--- src/hdl/csvtok_pkg.sv ---
// csvtok_pkg: token kinds, error codes and character constants for the csv tokenizer
// no dependencies; used by csv_stream_tokenizer
`default_nettype none

package csvtok_pkg;

	typedef enum logic [1:0] {
		TOK_DATA  = 2'd0,
		TOK_FIELD = 2'd1,
		TOK_ROW   = 2'd2,
		TOK_ERROR = 2'd3
	} tok_kind_t;

	typedef enum logic [1:0] {
		ERR_QUOTE_UNQUOTED = 2'd0,
		ERR_AFTER_CLOSE    = 2'd1,
		ERR_UNTERMINATED   = 2'd2
	} err_code_t;

	typedef enum logic {
		CMD_BYTE = 1'b0,
		CMD_END  = 1'b1
	} cmd_t;

	localparam logic [7:0] CH_COMMA = 8'h2C;
	localparam logic [7:0] CH_QUOTE = 8'h22;
	localparam logic [7:0] CH_LF    = 8'h0A;
	localparam logic [7:0] CH_CR    = 8'h0D;

	localparam int unsigned REPORT_BITS = 32;

endpackage

`default_nettype wire

--- src/hdl/csv_stream_tokenizer.sv ---
// csv_stream_tokenizer: streaming csv tokenizer, one byte or end command per transaction
// depends on csvtok_pkg (token kinds, error codes, character constants)
//
//  channel | handshake                  | payload
//  --------+----------------------------+------------------------------------------------
//  item    | item_valid / item_ready    | command, text_byte
//  token   | token_valid / token_ready  | token_kind, data_byte, error_code, error_position
//
// an accepted transaction lands in the input register (_s1); there the
// flag update and token decode run in one short combinational step and the
// token, if any, is written to the output register (_s2) as s1 moves on
// token_valid rises once the token has passed the input register and is in the
// output register; one item per cycle is sustained while the token side keeps up
// items that give no token leave s1 without waiting on the token side, so a
// stalled token only holds back the next item that has a token to give
// arst_n clears all tokenizer flags, the byte position and both valid bits
`default_nettype none

module csv_stream_tokenizer #(
	parameter int unsigned POSITION_BITS = 32
) (
	input  wire logic        clk,
	input  wire logic        arst_n,

	input  wire logic        item_valid,
	output logic             item_ready,
	input  wire logic        command,
	input  wire logic [7:0]  text_byte,

	output logic             token_valid,
	input  wire logic        token_ready,
	output logic [1:0]       token_kind,
	output logic [7:0]       data_byte,
	output logic [1:0]       error_code,
	output logic [31:0]      error_position
);

	localparam int unsigned RB = csvtok_pkg::REPORT_BITS;

	// input register
	logic       valid_s1;
	logic       cmd_s1;
	logic [7:0] byte_s1;

	// output register
	logic                   valid_s2;
	csvtok_pkg::tok_kind_t  kind_s2;
	logic [7:0]             data_s2;
	csvtok_pkg::err_code_t  code_s2;
	logic [RB-1:0]          pos_s2;

	// tokenizer state
	logic                     in_quotes_q;
	logic                     quote_pending_q;
	logic                     quote_closed_q;
	logic                     field_has_data_q;
	logic                     row_has_fields_q;
	logic                     swallow_lf_q;
	logic                     failed_q;
	logic [POSITION_BITS-1:0] pos_q;

	// next state and token decode
	logic                     n_in_quotes;
	logic                     n_quote_pending;
	logic                     n_quote_closed;
	logic                     n_field_has_data;
	logic                     n_row_has_fields;
	logic                     n_swallow_lf;
	logic                     n_failed;
	logic [POSITION_BITS-1:0] n_pos;
	logic                     emit;
	csvtok_pkg::tok_kind_t    kind_d;
	logic [7:0]               data_d;
	csvtok_pkg::err_code_t    code_d;
	logic                     is_err;
	logic                     lf_eaten;
	logic                     outside;

	logic                     adv_s1;
	logic [POSITION_BITS-1:0] pos_inc;
	logic [RB-1:0]            pos_rep;

	// saturating position increment; the same value serves the error position
	// of a byte (position after counting it) and of an unterminated quote
	assign pos_inc = (pos_q == {POSITION_BITS{1'b1}}) ? pos_q
		: pos_q + {{(POSITION_BITS-1){1'b0}}, 1'b1};

	// report position saturated to 32 bits
	generate
		if (POSITION_BITS > RB) begin : g_pos_wide
			assign pos_rep = (|pos_inc[POSITION_BITS-1:RB]) ? {RB{1'b1}} : pos_inc[RB-1:0];
		end else if (POSITION_BITS == RB) begin : g_pos_equal
			assign pos_rep = pos_inc;
		end else begin : g_pos_narrow
			assign pos_rep = {{(RB-POSITION_BITS){1'b0}}, pos_inc};
		end
	endgenerate

	// one step of the tokenizer for the item held in s1
	always_comb begin
		n_in_quotes      = in_quotes_q;
		n_quote_pending  = quote_pending_q;
		n_quote_closed   = quote_closed_q;
		n_field_has_data = field_has_data_q;
		n_row_has_fields = row_has_fields_q;
		n_swallow_lf     = swallow_lf_q;
		n_failed         = failed_q;
		n_pos            = pos_q;
		emit             = 1'b0;
		kind_d           = csvtok_pkg::TOK_DATA;
		data_d           = 8'd0;
		code_d           = csvtok_pkg::ERR_QUOTE_UNQUOTED;
		is_err           = 1'b0;
		lf_eaten         = 1'b0;
		outside          = 1'b0;

		if (cmd_s1 == csvtok_pkg::CMD_END) begin
			// end of text: flush the final row or report an open quote, then reset
			if (!failed_q) begin
				if (in_quotes_q && !quote_pending_q) begin
					emit   = 1'b1;
					is_err = 1'b1;
					kind_d = csvtok_pkg::TOK_ERROR;
					code_d = csvtok_pkg::ERR_UNTERMINATED;
				end else if (field_has_data_q || row_has_fields_q) begin
					emit   = 1'b1;
					kind_d = csvtok_pkg::TOK_ROW;
				end
			end
			n_in_quotes      = 1'b0;
			n_quote_pending  = 1'b0;
			n_quote_closed   = 1'b0;
			n_field_has_data = 1'b0;
			n_row_has_fields = 1'b0;
			n_swallow_lf     = 1'b0;
			n_failed         = 1'b0;
			n_pos            = '0;
		end else if (!failed_q) begin
			n_pos = pos_inc;

			// lf right after a row-ending cr
			if (swallow_lf_q) begin
				n_swallow_lf = 1'b0;
				lf_eaten     = (byte_s1 == csvtok_pkg::CH_LF);
			end

			if (!lf_eaten) begin
				if (quote_pending_q) begin
					n_quote_pending = 1'b0;
					if (byte_s1 == csvtok_pkg::CH_QUOTE) begin
						// doubled quote stands for one quote
						n_field_has_data = 1'b1;
						emit             = 1'b1;
						data_d           = csvtok_pkg::CH_QUOTE;
					end else begin
						n_in_quotes    = 1'b0;
						n_quote_closed = 1'b1;
						outside        = 1'b1;
					end
				end else if (in_quotes_q) begin
					if (byte_s1 == csvtok_pkg::CH_QUOTE) begin
						n_quote_pending = 1'b1;
					end else begin
						n_field_has_data = 1'b1;
						emit             = 1'b1;
						data_d           = byte_s1;
					end
				end else begin
					outside = 1'b1;
				end

				if (outside) begin
					case (byte_s1)
						csvtok_pkg::CH_QUOTE: begin
							if (n_field_has_data || n_quote_closed) begin
								emit     = 1'b1;
								is_err   = 1'b1;
								kind_d   = csvtok_pkg::TOK_ERROR;
								code_d   = csvtok_pkg::ERR_QUOTE_UNQUOTED;
								n_failed = 1'b1;
							end else begin
								n_in_quotes = 1'b1;
							end
						end
						csvtok_pkg::CH_COMMA: begin
							n_field_has_data = 1'b0;
							n_quote_closed   = 1'b0;
							n_row_has_fields = 1'b1;
							emit             = 1'b1;
							kind_d           = csvtok_pkg::TOK_FIELD;
						end
						csvtok_pkg::CH_LF, csvtok_pkg::CH_CR: begin
							n_swallow_lf     = (byte_s1 == csvtok_pkg::CH_CR);
							n_field_has_data = 1'b0;
							n_quote_closed   = 1'b0;
							n_row_has_fields = 1'b0;
							emit             = 1'b1;
							kind_d           = csvtok_pkg::TOK_ROW;
						end
						default: begin
							if (n_quote_closed) begin
								emit     = 1'b1;
								is_err   = 1'b1;
								kind_d   = csvtok_pkg::TOK_ERROR;
								code_d   = csvtok_pkg::ERR_AFTER_CLOSE;
								n_failed = 1'b1;
							end else begin
								n_field_has_data = 1'b1;
								emit             = 1'b1;
								data_d           = byte_s1;
							end
						end
					endcase
				end
			end
		end
	end

	// s1 moves on when it has no token to give or the output register frees up
	assign adv_s1     = valid_s1 && (!emit || !valid_s2 || token_ready);
	assign item_ready = !valid_s1 || adv_s1;

	always_ff @(posedge clk or negedge arst_n) begin
		if (!arst_n) begin
			valid_s1 <= 1'b0;
		end else if (item_ready) begin
			valid_s1 <= item_valid;
		end
	end

	always_ff @(posedge clk) begin
		if (item_valid && item_ready) begin
			cmd_s1  <= command;
			byte_s1 <= text_byte;
		end
	end

	always_ff @(posedge clk or negedge arst_n) begin
		if (!arst_n) begin
			in_quotes_q      <= 1'b0;
			quote_pending_q  <= 1'b0;
			quote_closed_q   <= 1'b0;
			field_has_data_q <= 1'b0;
			row_has_fields_q <= 1'b0;
			swallow_lf_q     <= 1'b0;
			failed_q         <= 1'b0;
			pos_q            <= '0;
		end else if (adv_s1) begin
			in_quotes_q      <= n_in_quotes;
			quote_pending_q  <= n_quote_pending;
			quote_closed_q   <= n_quote_closed;
			field_has_data_q <= n_field_has_data;
			row_has_fields_q <= n_row_has_fields;
			swallow_lf_q     <= n_swallow_lf;
			failed_q         <= n_failed;
			pos_q            <= n_pos;
		end
	end

	always_ff @(posedge clk or negedge arst_n) begin
		if (!arst_n) begin
			valid_s2 <= 1'b0;
		end else if (adv_s1 && emit) begin
			valid_s2 <= 1'b1;
		end else if (token_ready) begin
			valid_s2 <= 1'b0;
		end
	end

	always_ff @(posedge clk) begin
		if (adv_s1 && emit) begin
			kind_s2 <= kind_d;
			data_s2 <= data_d;
			code_s2 <= is_err ? code_d : csvtok_pkg::ERR_QUOTE_UNQUOTED;
			pos_s2  <= is_err ? pos_rep : '0;
		end
	end

	assign token_valid    = valid_s2;
	assign token_kind     = kind_s2;
	assign data_byte      = data_s2;
	assign error_code     = code_s2;
	assign error_position = pos_s2;

	// a pending closing quote only exists inside a quoted field
	a_pending_in_quotes: assert property (@(posedge clk) disable iff (!arst_n)
		quote_pending_q |-> in_quotes_q)
		else $error("quote pending outside quotes");

	// after a row-ending cr the field is fresh and unquoted
	a_swallow_clean: assert property (@(posedge clk) disable iff (!arst_n)
		swallow_lf_q |-> (!in_quotes_q && !quote_closed_q && !field_has_data_q))
		else $error("cr swallow with open field state");

	// end of text returns every flag and the position to reset
	a_end_resets: assert property (@(posedge clk) disable iff (!arst_n)
		(adv_s1 && cmd_s1 == csvtok_pkg::CMD_END) |=>
		(!in_quotes_q && !quote_pending_q && !quote_closed_q && !field_has_data_q &&
		 !row_has_fields_q && !swallow_lf_q && !failed_q && pos_q == '0))
		else $error("state not cleared after end of text");

	// tokens other than errors carry zero code and position
	a_non_error_clean: assert property (@(posedge clk) disable iff (!arst_n)
		(valid_s2 && kind_s2 != csvtok_pkg::TOK_ERROR) |->
		(error_code == 2'd0 && error_position == '0))
		else $error("non-error token with error fields set");

	// a failed tokenizer gives no token for a text byte
	a_failed_silent: assert property (@(posedge clk) disable iff (!arst_n)
		(valid_s1 && failed_q && cmd_s1 == csvtok_pkg::CMD_BYTE) |-> !emit)
		else $error("token after error");

endmodule

`default_nettype wire
--- config.mk ---
export PLATFORM = sky130hd
export DESIGN_NAME = csv_stream_tokenizer
export DESIGN_NICKNAME = d
export VERILOG_FILES = /design/src/hdl/csvtok_pkg.sv /design/src/hdl/csv_stream_tokenizer.sv
export SDC_FILE = /design/constraint.sdc
export NUM_CORES = 1
export LEC_CHECK = 0
export CAP_MARGIN = 40
export CELL_PAD_IN_SITES_DETAIL_PLACEMENT = 0
export CELL_PAD_IN_SITES_GLOBAL_PLACEMENT = 1
export CORE_UTILIZATION = 42
export DETAILED_ROUTE_END_ITERATION = 7
export DONT_BUFFER_PORTS = 1
export PLACE_DENSITY = 0.7
export SKIP_LAST_GASP = 1
export SLEW_MARGIN = 20
export SYNTH_ARGS = -nofsm -noshare
export SYNTH_HDL_FRONTEND = slang
export SYNTH_SLANG_ARGS = --single-unit
--- constraint.sdc ---
create_clock -name clk -period 4.3 [get_ports clk]
set_input_delay 0.43 -clock clk [delete_from_list [all_inputs] [get_ports clk]]
set_output_delay 0.43 -clock clk [all_outputs]
set_load 0.02 [all_outputs]
== After elaboration in Yosys (flattened, before gate mapping) ==
Cells that the tools add are included.

* Input port bits: 13
* Register bits: 94
* Word-level logic and storage cells: 155
* Output and inout bits: 46

* Equality and inequality tests: 7
* Reductions and logical operators: 23
* $add $sub $neg: 1
* Multiplexer cells: 108

{| class="wikitable"
|+ Operators with widths
! cell !! number
|-
| $mux W32 || 3
|-
| $mux W1 || 82
|-
| $mux W8 || 6
|-
| $add A32 B1 Y32 const B || 1
|-
| $eq A32 B32 Y1 const B || 1
|-
| $mux W2 || 12
|-
| $eq A8 B4 Y1 const B || 2
|-
| $eq A8 B6 Y1 const B || 2
|-
| $mux W6 || 1
|-
| $pmux W1 S2 || 3
|-
| $pmux W2 S3 || 1
|-
| $reduce_or A3 Y1 || 2
|-
| $logic_or A1 B1 Y1 || 5
|-
| $reduce_and A5 Y1 || 1
|-
| $logic_and A1 B1 Y1 || 4
|-
| $logic_not A1 Y1 || 4
|-
| $ne A2 B2 Y1 const B || 2
|-
| $reduce_bool A2 Y1 || 2
|-
| $reduce_or A4 Y1 || 1
|-
| $reduce_and A3 Y1 || 1
|-
| $reduce_bool A3 Y1 || 1
|-
| $reduce_and A2 Y1 || 1
|-
| $reduce_or A2 Y1 || 1
|}

== Logic depth before layout (Yosys ltp) ==
Gate-level depths: netlist of run 1.

* Depth in word-level cells: 20
* Gate-level depth with buffers: 9
* Mapped depth without buffers: 7

== Least setup slack after synthesis of run 1 ==
No wires, ideal clock.

* Path type: register to register
* Start point: register byte_s1[1]
* End point: register data_s2[0] (netlist: data_byte[0]) (enable)
* Path slack: 0.646 ns
* Setup time: 0.445 ns
* Required time: 3.855 ns
* Buffers on the path: 0
* Clock period less this slack: 3.654 ns
* Arrival time: 3.209 ns
* Cell stages (with the launch flop): 6
* Cells stage by stage: edfxtp_1 -> and4bb_2 -> a311oi_2 -> a21o_1 -> nand2_1 -> nor2_1

* Word-level cells in the longest chain between the ends: 19
* Elaborated cells between the ends (all ways): 37
* Those cells by class: 2 x eq/ne; 29 x mux; 6 x reduce/logical

{| class="wikitable"
|+ Ends and longest elaborated chain
! element !! RTL line !! RTL
|-
| start: declaration || csv_stream_tokenizer.sv:43 || <nowiki>logic [7:0] byte_s1;</nowiki>
|-
| start signal: assignment || csv_stream_tokenizer.sv:234 || <nowiki>byte_s1 <= text_byte;</nowiki>
|-
| $eq A8 B6 Y1 || csv_stream_tokenizer.sv:150, csv_stream_tokenizer.sv:161, csv_stream_tokenizer.sv:173 ||
|-
| $mux W1 || csv_stream_tokenizer.sv:161 || <nowiki>if (byte_s1 == csvtok_pkg::CH_QUOTE) begin</nowiki>
|-
| $mux W1 || csv_stream_tokenizer.sv:160 || <nowiki>end else if (in_quotes_q) begin</nowiki>
|-
| $mux W1 || csv_stream_tokenizer.sv:148 || <nowiki>if (quote_pending_q) begin</nowiki>
|-
| $mux W1 || csv_stream_tokenizer.sv:147 || <nowiki>if (!lf_eaten) begin</nowiki>
|-
| $mux W1 || csv_stream_tokenizer.sv:138 || <nowiki>end else if (!failed_q) begin</nowiki>
|-
| $mux W1 || csv_stream_tokenizer.sv:117 || <nowiki>if (cmd_s1 == csvtok_pkg::CMD_END) begin</nowiki>
|-
| $logic_or A1 B1 Y1 || csv_stream_tokenizer.sv:175 || <nowiki>if (n_field_has_data || n_quote_closed) begin</nowiki>
|-
| [2 not listed] || n/a ||
|-
| $mux W1 || csv_stream_tokenizer.sv:172 || <nowiki>if (outside) begin</nowiki>
|-
| $mux W1 (*) || csv_stream_tokenizer.sv:147 ||
|-
| $mux W1 (*) || csv_stream_tokenizer.sv:138 ||
|-
| $mux W1 (*) || csv_stream_tokenizer.sv:117 ||
|-
| $logic_not A1 Y1 || csv_stream_tokenizer.sv:220 || <nowiki>assign adv_s1 = valid_s1 && (!emit || !valid_s2 || token_ready);</nowiki>
|-
| $logic_or A1 B1 Y1 (2 in a row) || csv_stream_tokenizer.sv:220 ||
|-
| $logic_and A1 B1 Y1 || csv_stream_tokenizer.sv:220 ||
|-
| $logic_and A1 B1 Y1 (*) || csv_stream_tokenizer.sv:271 || <nowiki>if (adv_s1 && emit) begin</nowiki>
|-
| end signal: assignment || csv_stream_tokenizer.sv:273 || <nowiki>data_s2 <= data_d;</nowiki>
|-
| end: declaration || csv_stream_tokenizer.sv:48 || <nowiki>logic [7:0] data_s2;</nowiki>
|}

Mark *: on every way between the ends. The rest lies on a longest branch, timed or not. The select of a mux whose other input is x is not followed.
A chain may end at the register's enable or synchronous reset.

== Worst setup path after layout of run 1 ==
* Start point: register byte_s1[4]
* End point: register pos_s2[16] (netlist: error_position[16]), data pin

* Word-level cells in the longest chain between the ends: 14
* Elaborated cells between the ends (all ways): 33
* Those cells by class: 4 x eq/ne; 27 x mux; 2 x reduce/logical

{| class="wikitable"
|+ Ends and longest elaborated chain
! element !! RTL line !! RTL
|-
| $eq A8 B6 Y1 || csv_stream_tokenizer.sv:150, csv_stream_tokenizer.sv:161, csv_stream_tokenizer.sv:173 ||
|-
| $mux W1 || csv_stream_tokenizer.sv:161 ||
|-
| $mux W1 || csv_stream_tokenizer.sv:160 ||
|-
| $mux W1 || csv_stream_tokenizer.sv:148 ||
|-
| $mux W1 || csv_stream_tokenizer.sv:147 ||
|-
| $mux W1 || csv_stream_tokenizer.sv:138 ||
|-
| $mux W1 || csv_stream_tokenizer.sv:117 ||
|-
| $logic_or A1 B1 Y1 || csv_stream_tokenizer.sv:175 ||
|-
| $mux W1 || csv_stream_tokenizer.sv:175 ||
|-
| $pmux W1 S2 || csv_stream_tokenizer.sv:173 || <nowiki>case (byte_s1)</nowiki>
|-
| $mux W1 || csv_stream_tokenizer.sv:172 ||
|-
| $mux W1 (*) || csv_stream_tokenizer.sv:147 ||
|-
| $mux W1 (*) || csv_stream_tokenizer.sv:138 ||
|-
| $mux W1 (*) || csv_stream_tokenizer.sv:117 ||
|-
| end signal: assignment || csv_stream_tokenizer.sv:275 || <nowiki>pos_s2 <= is_err ? pos_rep : '0;</nowiki>
|-
| end: declaration || csv_stream_tokenizer.sv:50 || <nowiki>logic [RB-1:0] pos_s2;</nowiki>
|}

Marks and branches as above.

==> flow_summary.json, run 1 <==
{
  "result_of_the_run": "finished, final reports clean",
  "finalWeightedCongestion": 0.879,
  "grt_resource_usage_total_pct": 19.0,
  "sequentialPowerShare_pct": 52.2,
  "cp_data_required_time_ns": 4.41,
  "timing.final.crit_period_ns": 2.90,
  "dominantRegCellSynth": "sky130_fd_sc_hd__edfxtp_1",
  "synth_async_sr_flop_share_pct": 43.6,
  "setup.worst_path.start_class": "flip-flop",
  "clock_tree.buffer_depth": 2,
  "initial_core_util_pct": 43.1,
  "cts-buffers-inserted": 9,
  "worst-path-max-fanout": 17,
  "tritoncts": "built",
  "cellLeakagePower_nw": 1.85,
  "drt_iter0_markers": 223,
  "port_buffers": 0,
  "io_pins": 59,
  "timing.critical_path.cells": "nor3_2, a21boi_1, o21ai_1, a21oi_2, buf_4, nor2_1",
  "power.share.switching_pct": 29.2,
  "placeableCoreArea_um2": 11500,
  "register_area_um2": 2620,
  "max-slew-margin-rel_pct": 46.9,
  "total_nets_after_synthesis": 502,
  "ratio_of_total_power_to_cell_area_nw_per_um2": 417,
  "via_per_inst": 5.85,
  "die_w_um": 111,
  "finalClockSkew_ns": 0.00848,
  "finalNetCount": 492,
  "worst_setup_hold_path_clk_slew_ns": 0.06,
  "clock-sinks": 94,
  "post_synth_inst_count": 488,
  "finalHoldViolations": 0,
  "crit_path_end_kind": "flip-flop",
  "yosys.area.top_type": "sky130_fd_sc_hd__edfxtp_1",
  "ant_nets": 0,
  "first_global_vias": 3529,
  "detail_route.wl_per_cell_um": 17.6,
  "area_of_the_multi_input_gates_um2": 2150,
  "drt-pass1-iter-count": 4,
  "ys_seq_area_share_pct": 52.9,
  "postSynthAreaPerCell_um2": 10.1,
  "cell_type_of_the_slowest_stage_on_the_worst_timing_path": "sky130_fd_sc_hd__a21oi_2",
  "fillers": 1044,
  "dp_hpwl_um": 7580,
  "num_rows": 39,
  "combinationalPowerShare_pct": 11.7,
  "antennaDiodeCount": 0,
  "drive_gt1_share_pct": 10.6,
  "timing.final.ws_setup_ns": 1.40,
  "path_buf_inv": 1,
  "synth_enable_flop_cells": 53,
  "drcViolationCount": 0,
  "post-place-ws_ns": 1.39,
  "critical_path.top_delay_family": "compound AO/OA/AOI/OAI gates",
  "timing.setup.critical_path_class": "flip-flop to flip-flop",
  "netlist-cell-type-count": 60,
  "final_setup_fails": 0,
  "register_bit_total_from_synthesis": 94,
  "htree_depth": 3,
  "syn_area_um2": 4950,
  "finalWirelength_um": 11000,
  "floorplan.die_area_um2": 12200,
  "cap_violations": 0,
  "grt_pass1_wl_um": 18300,
  "tightest_slew_ns": 0.789,
  "clock_insertion_delay_worst_skew_ns": 0.36,
  "cell_internal_power_mw": 1.59,
  "fmax_mhz": 345,
  "die_height_um": 111,
  "syn_to_final_growth_pct": 8.70,
  "finalSetupTns_ns": 0,
  "clock-root-buffer": "sky130_fd_sc_hd__clkbuf_16",
  "pwr-share-clk_pct": 36.1,
  "timing.final.crit_share_pct": 67.5,
  "synthDominantCellAreaShare_pct": 32.2,
  "most-common-layout-cells": "sky130_fd_sc_hd__nor2_1, sky130_fd_sc_hd__edfxtp_1, sky130_fd_sc_hd__dfrtp_1",
  "drv_slew": 0,
  "yosys_warnings": 0,
  "largest_net_degree_at_the_start_of_global_routing": 42,
  "switchingPower_uw": 653,
  "peakVddDrop_mv": 0.315,
  "critical-path-max-stage-delay_ns": 0.62,
  "routed_via_count": 3665,
  "min-delay-path-class": "input port to flip-flop",
  "synth.top_cells.by_area": "sky130_fd_sc_hd__edfxtp_1, sky130_fd_sc_hd__dfrtp_1, sky130_fd_sc_hd__nor2_1, sky130_fd_sc_hd__o21ai_0, sky130_fd_sc_hd__nand3_1",
  "grt_antenna_before_repair": 0,
  "critPathArrivalTime_ns": 3.01,
  "setup_repair_after_global_routing_missed_its_margin": "no",
  "grt_remaining_overflow": 0
}
==> synthesized netlist by cell type, drive strengths merged (3+ instances only) <==
cell type  number
nor2           54
edfxtp         53
dfrtp          41
o21ai          39
nand2          38
a21oi          31
nand3          29
buf            22
a31oi          19
xnor2          16
xor2           13
nor3           12
and2           11
o31ai          10
inv             9
nand4           9
clkbuf          8
nor2b           7
and3            6
a31o            5
nand2b          5
nor4            5
or3             5
a211oi          3
and4            3
==> area by class of cell <==
| cell class | instances | area share [%] |
|---|---|---|
| Tap cell | 143 | 3.33 |
| Clock buffer | 9 | 4.19 |
| Timing Repair Buffer | 9 | 1.84 |
| Inverter | 9 | 0.628 |
| Sequential cell | 94 | 48.7 |
| Clock inverter | 7 | 1.37 |
| Multi-Input combinational cell | 355 | 40.0 |
==> per-layer routing <==
layer | GRT usage (%) | wire (um) | vias up
li1 | - | - | 1774
met1 | 24.3 | 5050 | 1783
met2 | 29.8 | 5210 | 96
met3 | 4.77 | 515 | 12
met4 | 9.96 | 218 | 0
met5 | 0 | 0 | -
==> cell families after synthesis <==
logic type	after synthesis	synth area share, %
simple gates	194	20.4
compound gates	128	16.7
flops	94	52.9
buf+inv	39	3.87
xor+xnor	29	5.14
mux	3	0.658
fa+ha+maj	1	0.253
==> worst reg2reg max path, delay by kind of cell, from the launching register on <==
kind                   cells  cell delay [ns]
and+or+nand+nor            2             0.56
buffers and inverters      1             0.35
DFF                        1             0.43
AOI/OAI and AO/OA          3             1.32
==> final timing paths <==
check | start | end | slack, ns | cells after the start
hold reg to reg | swallow_lf_q | swallow_lf_q | 0.50 | 2
hold / removal | command | cmd_s1 | 0.17 | 0
max in group asynchronous | arst_n | failed_q | 3.49 | 2
setup reg to reg | byte_s1[4] | error_position[16] | 1.40 | 6
setup / recovery | byte_s1[4] | error_position[16] | 1.40 | 6
min in group asynchronous | arst_n | pos_q[15] | 0.61 | 2
==> stage by stage <==
| step | power, mW | hold WS [ns] | cell area (um2) | instances | utilization [%] |
|---|---|---|---|---|---|
| 4_1_cts | 2.26 | 0.150 | 5370 | 625 | 46.8 |
| 5_1_grt | 2.34 | 0.155 | 5380 | 626 | 46.9 |
| 2_1_floorplan | 1.37 | 0.134 | 4950 | 488 | - |
| 3_5_place_dp | 1.44 | 0.137 | 5030 | 607 | 43.9 |
| 6_report | 2.24 | 0.167 | 5380 | 626 | 46.9 |
| 3_3_place_gp | 1.43 | 0.137 | 5010 | 605 | 43.7 |
==> state kept, by name, indices dropped and copies added, names as in the netlist <==
register and count:
error_code 2, field_has_data_q 1, token_valid 1, valid_s1 1, error_position 32, row_has_fields_q 1
in_quotes_q 1, token_kind 2, pos_q 32, quote_pending_q 1, quote_closed_q 1, failed_q 1
cmd_s1 1, byte_s1 8, data_byte 8, swallow_lf_q 1
==> timing repair <==
action	CTS	global route
gates resized for setup	0	0
hold endpoints to repair	41	0
hold buffers	2	0
buffers inserted	0	0
==> power groups by stage <==
| stage | Clock, mW | Sequential [mW] | Combinational, mW |
|---|---|---|---|
| 2_1_floorplan | 0 | 1.15 | 0.220 |
| 3_3_place_gp | 0 | 1.19 | 0.241 |
| 3_5_place_dp | 0 | 1.19 | 0.251 |
| 4_1_cts | 0.830 | 1.17 | 0.265 |
| 5_1_grt | 0.861 | 1.18 | 0.298 |
| 6_report | 0.810 | 1.17 | 0.262 |
(Power assumes the default switching activity.)
==> run 2, diff against run 1 <==
==> constraint.sdc (replaced) <==
create_clock -name clk -period 2.9 [get_ports clk]
set_input_delay 0.29 -clock clk [delete_from_list [all_inputs] [get_ports clk]]
set_output_delay 0.29 -clock clk [all_outputs]
set_load 0.02 [all_outputs]
==> flow_summary.json, run 2 (synthesis results as in run 1) <==
{
  "die_w_um": 111,
  "die_height_um": 111,
  "grt_remaining_overflow": 0,
  "cts-buffers-inserted": 9,
  "finalHoldViolations": 0,
  "cp_data_required_time_ns": 2.91,
  "worst_setup_hold_path_clk_slew_ns": 0.06,
  "ff2ff_setup_slack_ns": 0.30,
  "finalWeightedCongestion": 0.835,
  "via_per_inst": 5.78,
  "timing.setup.critical_path_class": "flip-flop to flip-flop",
  "post-place-ws_ns": 0.295,
  "setup_repair_after_global_routing_missed_its_margin": "no",
  "drcViolationCount": 0,
  "register_area_um2": 2620,
  "area_of_the_multi_input_gates_um2": 2140,
  "floorplan.die_area_um2": 12200,
  "timing.final.crit_share_pct": 89.6,
  "cts_resized": 0,
  "min-delay-path-class": "input port to flip-flop",
  "initial_core_util_pct": 43.1,
  "cts_setup_buffers": 0,
  "fillers": 1039,
  "dp_hpwl_um": 7420,
  "ant_nets": 0,
  "placeableCoreArea_um2": 11500,
  "result_of_the_run": "finished, final reports clean",
  "finalClockSkew_ns": 0.0109,
  "fmax_mhz": 385,
  "clock-sinks": 94,
  "setup.worst_path.start_class": "flip-flop",
  "grt_antenna_before_repair": 0,
  "io_pins": 59,
  "peakVddDrop_mv": 0.407,
  "met2RoutedLength_um": 5040,
  "wl_met3_um": 420,
  "antennaDiodeCount": 0,
  "m1_wire_length_um": 5190,
  "drt_iter0_markers": 188,
  "htree_depth": 3,
  "num_rows": 39,
  "cap_violations": 0,
  "largest_net_degree_at_the_start_of_global_routing": 42,
  "clock_tree.buffer_depth": 2,
  "first_global_vias": 3484,
  "syn_to_final_growth_pct": 9.31,
  "crit_path_end_kind": "flip-flop",
  "max-slew-margin-rel_pct": 52.8,
  "most-common-layout-cells": "sky130_fd_sc_hd__nor2_1, sky130_fd_sc_hd__edfxtp_1, sky130_fd_sc_hd__dfrtp_1",
  "worst-path-max-fanout": 9,
  "drive_gt1_share_pct": 11.2,
  "tightest_slew_ns": 0.702,
  "routed_via_count": 3651,
  "topRoutingLayerUsed": "met4",
  "drv_slew": 0,
  "finalNetCount": 498,
  "grt_resource_usage_total_pct": 18.8,
  "tritoncts": "built",
  "cellLeakagePower_nw": 1.88,
  "timing.final.crit_period_ns": 2.60,
  "timing.final.ws_setup_ns": 0.301,
  "finalSetupTns_ns": 0,
  "critPathArrivalTime_ns": 2.61,
  "port_buffers": 0,
  "final_setup_fails": 0,
  "drt-pass1-iter-count": 4,
  "grt_pass1_wl_um": 18100,
  "clock-root-buffer": "sky130_fd_sc_hd__clkbuf_16",
  "finalWirelength_um": 10900,
  "clock_insertion_delay_worst_skew_ns": 0.35,
  "detail_route.wl_per_cell_um": 17.2,
  "ratio_of_total_power_to_cell_area_nw_per_um2": 611
}
[run 2: metal layers]
| layer | vias up | global-route usage [%] |
|---|---|---|
| met3 | 16 | 3.90 |
| met4 | 0 | 8.36 |
| met2 | 94 | 29.3 |
| met1 | 1764 | 25.3 |
| met5 | - | 0 |
| li1 | 1777 | - |
[run 2: cell type report]
type	instances	share of cell area (%)
clock buffers	10	4.24
clock inverters	6	1.18
inverters	9	0.625
multi-input cells	355	39.7
flip-flops and latches	94	48.4
well taps	143	3.31
repair buffers	15	2.57
[run 2: what timing repair did]
| action | 4_1_cts | 5_1_grt |
|---|---|---|
| hold endpoints to repair | 41 | 0 |
| setup endpoints to repair | 0 | 0 |
| hold buffers | 2 | 0 |
[run 2: report_power, final]
group	total [mW]	switching [mW]	internal (mW)	leakage, nW
Clock	1.17	0.507	0.667	0.138
Sequential	1.73	0.183	1.55	1.08
Combinational	0.399	0.258	0.142	0.668
[run 2: final timing paths]
check	startpoint	end	depth (start not counted)
min reg2reg	swallow_lf_q	swallow_lf_q	2
min	text_byte[1]	byte_s1[1]	0
min in group asynchronous	arst_n	pos_q[15]	2
max in group asynchronous	arst_n	pos_q[21]	2
max reg2reg	byte_s1[3]	cmd_s1	6
max	byte_s1[3]	cmd_s1	6
[run 2: worst max-delay path, stage by stage, from the launching register on]
cell	delay [ns]
sky130_fd_sc_hd__edfxtp_1	0.47
sky130_fd_sc_hd__nor4_2	0.37
sky130_fd_sc_hd__o2111ai_1	0.33
sky130_fd_sc_hd__a21o_1	0.27
sky130_fd_sc_hd__nand2_1	0.14
sky130_fd_sc_hd__or2_1	0.27
sky130_fd_sc_hd__and2_1	0.42
[run 2: stage by stage]
stage | hold WS (ns) | cell area [um2] | util [%] | total power [mW] | instances
detailed placement | -0.00333 | 5060 | 44.2 | 2.13 | 613
finish | 0.0337 | 5410 | 47.1 | 3.31 | 632
floorplan | -0.00559 | 4950 | - | 2.03 | 488
global route | 0.0172 | 5410 | 47.1 | 3.45 | 632
CTS | 0.0199 | 5400 | 47.0 | 3.33 | 631
global placement | -0.00372 | 5060 | 44.2 | 2.13 | 613
